<file path="config.mk">
export PLATFORM = sky130hd
export DESIGN_NAME = bsfa_front_flat
export DESIGN_NICKNAME = d
export VERILOG_FILES = /design/src/bsfa_pkg.sv /design/src/bsfa_if.sv /design/src/bsfa_front.sv /design/src/flat_wrapper.sv
export SDC_FILE = /design/constraint.sdc
export NUM_CORES = 1
export LEC_CHECK = 0
export BUFFER_PORTS_ARGS = -buffer_cell sky130_fd_sc_hd__buf_2
export CAP_MARGIN = 0
export CORE_AREA = 5 5 403 405
export CTS_CLUSTER_DIAMETER = 50
export DETAILED_ROUTE_END_ITERATION = 6
export DIE_AREA = 0 0 408 410
export PLACE_DENSITY = 0.5
export SLEW_MARGIN = 10
export SYNTH_ARGS = -nofsm -noshare
export SYNTH_HDL_FRONTEND = slang
export SYNTH_SLANG_ARGS = --single-unit
</file>
<file path="constraint.sdc">
create_clock -name i_clk -period 18.9 [get_ports i_clk]
set_input_delay 2.835 -clock i_clk [delete_from_list [all_inputs] [get_ports i_clk]]
set_output_delay 2.835 -clock i_clk [all_outputs]
set_load 0.05 [all_outputs]
</file>
<file path="src/bsfa_pkg.sv">
`timescale 1ns / 1ps
// ============================================================================
// BN254 scalar field ALU package
// Field constants, widths and the types shared by the ALU modules.
// ============================================================================
package bsfa_pkg;

    localparam int LIMB_W      = 64;
    localparam int TOP_W       = 62;
    localparam int OPC_W       = 2;
    localparam int WORD_W      = 4 * LIMB_W;
    localparam int OPND_W      = 3 * LIMB_W + TOP_W;
    localparam int DIG_W       = 32;
    localparam int NUM_DIG     = WORD_W / DIG_W;
    localparam int ROUNDS      = WORD_W / DIG_W;
    localparam int PROD_W      = 2 * WORD_W;
    localparam int QUEUE_DEPTH = 2;

    localparam logic [WORD_W-1:0] PRIME =
        256'h30644e72e131a029_b85045b68181585d_2833e84879b97091_43e1f593f0000001;

    // -p^-1 mod 2^32, the low digit of the 64-bit Montgomery constant.
    localparam logic [DIG_W-1:0] INV_DIG = 32'hefffffff;

    localparam logic [OPC_W-1:0] OPC_ADD = 2'd0;
    localparam logic [OPC_W-1:0] OPC_SUB = 2'd1;
    localparam logic [OPC_W-1:0] OPC_MUL = 2'd2;

    typedef enum logic [1:0] {
        CLS_ADD,
        CLS_SUB,
        CLS_MUL,
        CLS_ZERO
    } t_op_class;

    typedef struct packed {
        t_op_class         cls;
        logic [WORD_W-1:0] a;
        logic [WORD_W-1:0] b;
    } t_item;

    typedef struct packed {
        logic  valid;
        t_item item;
    } t_queue_head;

    typedef struct packed {
        t_op_class cls;
        logic      borrow;
    } t_tag;

endpackage

</file>
<file path="src/bsfa_if.sv">
`timescale 1ns / 1ps
// ============================================================================
// BN254 scalar field ALU channels
// Request and response channels with valid/ready handshake.
// ============================================================================
interface bsfa_req_if;
    logic                             valid;
    logic                             ready;
    logic [bsfa_pkg::OPC_W-1:0]       opcode;
    logic [bsfa_pkg::LIMB_W-1:0]      a_limb0;
    logic [bsfa_pkg::LIMB_W-1:0]      a_limb1;
    logic [bsfa_pkg::LIMB_W-1:0]      a_limb2;
    logic [bsfa_pkg::TOP_W-1:0]       a_limb3;
    logic [bsfa_pkg::LIMB_W-1:0]      b_limb0;
    logic [bsfa_pkg::LIMB_W-1:0]      b_limb1;
    logic [bsfa_pkg::LIMB_W-1:0]      b_limb2;
    logic [bsfa_pkg::TOP_W-1:0]       b_limb3;

    modport source (output valid, opcode, a_limb0, a_limb1, a_limb2, a_limb3,
                    b_limb0, b_limb1, b_limb2, b_limb3, input ready);
    modport sink   (input valid, opcode, a_limb0, a_limb1, a_limb2, a_limb3,
                    b_limb0, b_limb1, b_limb2, b_limb3, output ready);
endinterface


</file>
<file path="src/bsfa_front.sv">
`timescale 1ns / 1ps
// ============================================================================
// BN254 scalar field ALU front end
// Accepts items, classifies the opcode and queues them for the datapath.
// ============================================================================
module bsfa_front #(
    parameter int QUEUE_DEPTH = bsfa_pkg::QUEUE_DEPTH
) (
    input  logic                   i_clk,
    input  logic                   i_rst_n,
    bsfa_req_if.sink               i_req,
    input  logic                   i_pop,
    output bsfa_pkg::t_queue_head  o_head
);
    import bsfa_pkg::*;

    localparam int PTR_W = (QUEUE_DEPTH > 1) ? $clog2(QUEUE_DEPTH) : 1;
    localparam int CNT_W = $clog2(QUEUE_DEPTH + 1);

    t_item            r_mem [QUEUE_DEPTH];
    logic [PTR_W-1:0] r_wr_ptr, n_wr_ptr;
    logic [PTR_W-1:0] r_rd_ptr, n_rd_ptr;
    logic [CNT_W-1:0] r_count, n_count;
    t_op_class        w_cls;
    t_item            w_item;
    logic             w_push;
    logic             w_pop;

    always_comb begin
        case (i_req.opcode)
            OPC_ADD: w_cls = CLS_ADD;
            OPC_SUB: w_cls = CLS_SUB;
            OPC_MUL: w_cls = CLS_MUL;
            default: w_cls = CLS_ZERO;
        endcase
    end

    assign w_item.cls = w_cls;
    assign w_item.a   = {{(WORD_W-OPND_W){1'b0}}, i_req.a_limb3, i_req.a_limb2,
                         i_req.a_limb1, i_req.a_limb0};
    assign w_item.b   = {{(WORD_W-OPND_W){1'b0}}, i_req.b_limb3, i_req.b_limb2,
                         i_req.b_limb1, i_req.b_limb0};

    assign i_req.ready = (r_count != CNT_W'(QUEUE_DEPTH));
    assign w_push      = i_req.valid && i_req.ready;
    assign w_pop       = i_pop && (r_count != '0);

    always_comb begin
        n_wr_ptr = r_wr_ptr;
        n_rd_ptr = r_rd_ptr;
        n_count  = r_count;
        if (w_push) begin
            n_wr_ptr = (r_wr_ptr == PTR_W'(QUEUE_DEPTH - 1)) ? '0 : r_wr_ptr + 1'b1;
        end
        if (w_pop) begin
            n_rd_ptr = (r_rd_ptr == PTR_W'(QUEUE_DEPTH - 1)) ? '0 : r_rd_ptr + 1'b1;
        end
        if (w_push && !w_pop) begin
            n_count = r_count + 1'b1;
        end else if (w_pop && !w_push) begin
            n_count = r_count - 1'b1;
        end
    end

    always_ff @(posedge i_clk) begin
        if (!i_rst_n) begin
            r_wr_ptr <= '0;
            r_rd_ptr <= '0;
            r_count  <= '0;
        end else begin
            r_wr_ptr <= n_wr_ptr;
            r_rd_ptr <= n_rd_ptr;
            r_count  <= n_count;
        end
    end

    always_ff @(posedge i_clk) begin
        if (w_push) begin
            r_mem[r_wr_ptr] <= w_item;
        end
    end

    assign o_head.valid = (r_count != '0);
    assign o_head.item  = r_mem[r_rd_ptr];

endmodule

</file>
<file path="src/flat_wrapper.sv">
// flat-port wrapper written by rule: the top's interface ports become plain ports
module bsfa_front_flat import bsfa_pkg::*;
#(
    parameter int QUEUE_DEPTH = bsfa_pkg::QUEUE_DEPTH
)
  (i_clk, i_rst_n, i_pop, o_head, i_req_valid, i_req_opcode, i_req_a_limb0, i_req_a_limb1, i_req_a_limb2, i_req_a_limb3, i_req_b_limb0, i_req_b_limb1, i_req_b_limb2, i_req_b_limb3, i_req_ready);
  bsfa_req_if i_req_i ();
  input  logic i_clk;
  input  logic i_rst_n;
  input  logic i_pop;
  output bsfa_pkg::t_queue_head o_head;
  input wire logic [$bits(i_req_i.valid)-1:0] i_req_valid;
  input wire logic [$bits(i_req_i.opcode)-1:0] i_req_opcode;
  input wire logic [$bits(i_req_i.a_limb0)-1:0] i_req_a_limb0;
  input wire logic [$bits(i_req_i.a_limb1)-1:0] i_req_a_limb1;
  input wire logic [$bits(i_req_i.a_limb2)-1:0] i_req_a_limb2;
  input wire logic [$bits(i_req_i.a_limb3)-1:0] i_req_a_limb3;
  input wire logic [$bits(i_req_i.b_limb0)-1:0] i_req_b_limb0;
  input wire logic [$bits(i_req_i.b_limb1)-1:0] i_req_b_limb1;
  input wire logic [$bits(i_req_i.b_limb2)-1:0] i_req_b_limb2;
  input wire logic [$bits(i_req_i.b_limb3)-1:0] i_req_b_limb3;
  output wire logic [$bits(i_req_i.ready)-1:0] i_req_ready;
  assign i_req_i.valid = i_req_valid;
  assign i_req_i.opcode = i_req_opcode;
  assign i_req_i.a_limb0 = i_req_a_limb0;
  assign i_req_i.a_limb1 = i_req_a_limb1;
  assign i_req_i.a_limb2 = i_req_a_limb2;
  assign i_req_i.a_limb3 = i_req_a_limb3;
  assign i_req_i.b_limb0 = i_req_b_limb0;
  assign i_req_i.b_limb1 = i_req_b_limb1;
  assign i_req_i.b_limb2 = i_req_b_limb2;
  assign i_req_i.b_limb3 = i_req_b_limb3;
  assign i_req_ready = i_req_i.ready;
  bsfa_front #(.QUEUE_DEPTH(QUEUE_DEPTH)) u_core (.i_clk(i_clk), .i_rst_n(i_rst_n), .i_req(i_req_i), .i_pop(i_pop), .o_head(o_head));
endmodule
</file>
==> qor.csv <==
stage;metric;value;unit
floorplan;dieArea;167000;um^2
layout;nNetsFinal;3238;
logic_synthesis;synth-simple-area-share;0.154;%
setup_path;path_common_cell;buf_4;
placed_design;dp_hpwl;82000;um
global_routing;grt_max_degree;143;
timing;fin_skew;0.0521;ns
clock_network;htreeDepth;3;
floorplan;start_util;23.6;%
global_routing;grt_pass1_vias;20700;
logic_synthesis;synthAdderAreaFrac;0.0336;%
clock_network;cts_resized;0;
power_and_ir_drop;ir_drop;0.120;mV
route;wl;112000;um
global_routing;antenna_found_initial;57;
layout;area_growth;30.3;%
timing;post-route-period-util;41.6;%
logic_synthesis;synth-seq-cells;1025;
global_routing;grtUsageTotal;12.7;%
floorplan;pin_count;1030;
route;vias;19800;
timing;rsz0062_at_grt;no;
placed_design;portBuffers;1025;
power_and_ir_drop;power.density;160;nW/um^2
logic_synthesis;synthDistinctLibCells;22;
route;wl_per_cell;22.8;um
logic_synthesis;yosysTopAreaCell;edfxtp_1;
timing;fmax;127;MHz
route;viasPerCell;4.02;
clock_network;numCtsBuffers;121;
timing;layout_min_cycle_time;7.86;ns
route;drt-pass1-iter-count;4;
clock_network;clk_pin_slew;0.06;ns
run;max-cap-violations;0;
global_routing;gr-total-overflow;0;
setup_path;cp.arrival;5.03;ns
route;drt_iter0_drc;1115;
power_and_ir_drop;power.leakage;0.0176;uW
setup_path;path_cells;buf_4 -> buf_4 -> buf_12 -> mux2_2 -> buf_2;
clock_network;hold_buffers;0;
layout;fill_cells;15700;
min_path;min_from;u_core.r_count[1];
logic_synthesis;synth_warnings;0;
global_routing;grt_pass1_wl;153000;um
logic_synthesis;synth.mux.area_fraction;15.4;%
timing;tns;0;ns
route;ant_nets;0;
clock_network;clockBufferDepth;3;
logic_synthesis;netlist_instances;1618;
clock_network;cts.sinks;1025;
clock_network;tritoncts;built;
floorplan;core_area;158000;um^2
setup_path;end_kind;output pin;
timing;slew_violations;0;
power_and_ir_drop;total_power;7790;uW
logic_synthesis;synth.area.top_cells;edfxtp_1 82%, mux2_2 15%, buf_6 1.7%;
timing;hold_violations;0;
route;drc;0;
setup_path;cp_slowest_cell;dfxtp_4;
logic_synthesis;synth_top_area_share;82.2;%
setup_path;critPathLaunchType;flip-flop;
setup_path;critical-path-max-stage-delay;0.99;ns
placed_design;gp_congestion;0.843;
floorplan;rows;146;
logic_synthesis;synth_top_family_by_area;multiplexers;
clock_network;cts-root-buf;clkbuf_16;
clock_network;clk_latency;0.74;ns
timing;tightest_slew;1.09;ns
setup_path;r2r-start;u_core.r_count[0];
floorplan;die_w;408;um
logic_synthesis;syn-cell-area;37300;um^2
logic_synthesis;synth_seq_area_share;82.4;%
setup_path;critPathTopFamily;buffers and inverters;
timing;setup_violations;0;
setup_path;path_buf_inv;4;
logic_synthesis;synth_compound_area_share;0.0940;%
timing;relSlewSlack;27.4;%
floorplan;die_h;410;um
clock_network;post_cts_buffers;0;
layout;drive_gt1_share;61.5;%
setup_path;criticalPathCategory;reg -> out;
logic_synthesis;synth.avg_cell_area;23.0;um^2
min_path;min_path_type;reg -> reg;
setup_path;required;16.07;ns
setup_path;cp_max_fo;142;
logic_synthesis;synthXorXnorAreaFrac;0.0705;%
status;status;completed;
==> layer usage <==
metal | track usage [%] | share of wire [%] | up-vias
met3 | 5.16 | 8.7 | 258
li1 | - | - | 8751
met4 | 5.43 | 3.9 | 44
met5 | 0 | 0.24 | -
met1 | 13.8 | 37 | 9931
met2 | 21.9 | 50 | 794
==> power breakdown <==
part / switching [uW] / total, uW / internal (uW)
logic: 1910 / 2550 / 646
clock network: 942 / 2290 / 1350
registers: 93.2 / 2940 / 2840
==> worst register-to-register path, stage by stage, from the launching register on <==
cell and delay [ns]:
dfxtp_1 0.41, nand2b_1 0.21, and3_4 0.73, buf_4 0.82
buf_12 0.56, buf_4 1.25
==> worst paths after layout <==
kind                               end  slack, ns  cells after the start
setup reg to reg  u_core.r_mem[1][136]      14.44                      5
setup / recovery           o_head[138]      11.04                      5
hold reg to reg      u_core.r_count[1]       0.52                      2
hold / removal       u_core.r_count[1]       0.52                      2
==> flip-flops by register name, summed over array words and instances, names as in the netlist, named ones only <==
signal,cells
u_core.r_count,2
u_core.r_mem,1020
u_core.r_rd_ptr,1
u_core.r_wr_ptr,1
==> Yosys cell counts <==
| master | n |
|---|---|
| edfxtp_1 | 1020 |
| mux2_2 | 510 |
| buf_6 | 55 |
| dfxtp_1 | 5 |
| and2_1 | 4 |
| buf_4 | 4 |
| a21boi_0 | 2 |
| buf_2 | 2 |
| clkbuf_1 | 2 |
| xnor2_1 | 2 |
| a21bo_2 | 1 |
| and3_1 | 1 |
| conb_1 | 1 |
| ha_1 | 1 |
| inv_1 | 1 |
| nand2b_1 | 1 |
| nand3b_1 | 1 |
| o21ai_0 | 1 |
| o21ai_1 | 1 |
| or2_2 | 1 |
| or3_1 | 1 |
| xor2_1 | 1 |
==> cell type report <==
type | count | area, um^2 | area share (%)
Multi-Input combinational cell | 532 | 5890 | 12.1
Timing Repair Buffer | 1042 | 5310 | 10.9
Sequential cell | 1025 | 30700 | 63.2
Clock buffer | 145 | 3120 | 6.42
Tap cell | 2072 | 2590 | 5.34
Inverter | 1 | 11.3 | 0.0232
Clock inverter | 81 | 881 | 1.81
Antenna cell | 21 | 52.6 | 0.108
==> logic make-up after synthesis <==
kind of cell | Yosys count
other | 1
muxes | 510
adders and majority gates | 1
xor gates and xnor gates | 3
DFF | 1025
AOI/OAI and AO/OA | 5
and+or+nand+nor | 9
buffers and inverters | 64
==> stage by stage <==
step / setup slack, ns / hold slack, ns / cells / instance area [um^2] / utilization (%)
2_1_floorplan: 3.52 / 0.486 / 1621 / 37300 / -
3_3_place_gp: 11.70 / 0.507 / 4672 / 44500 / 28.2
3_5_place_dp: 11.69 / 0.518 / 4672 / 44500 / 28.2
4_1_cts: 10.89 / 0.526 / 4898 / 48500 / 30.7
5_1_grt: 10.73 / 0.558 / 4909 / 48600 / 30.7
6_report: 11.04 / 0.517 / 4919 / 48600 / 30.8
==> layout by cell type, fill, tap and decap left out, types with 4 or more instances in the layout <==
master         n
and2_1         4
buf_12         4
buf_2       1025
buf_4         13
bufinv_16     12
clkbuf_1      24
clkbuf_16    121
clkinv_1      22
clkinv_16      4
clkinv_2      16
clkinv_4       6
clkinvlp_4     7
conb_1         4
dfxtp_1        4
diode_2       21
edfxtp_1    1020
inv_6         10
inv_8          5
mux2_2       510
Note: power is estimated with default switching activity, not from simulation.
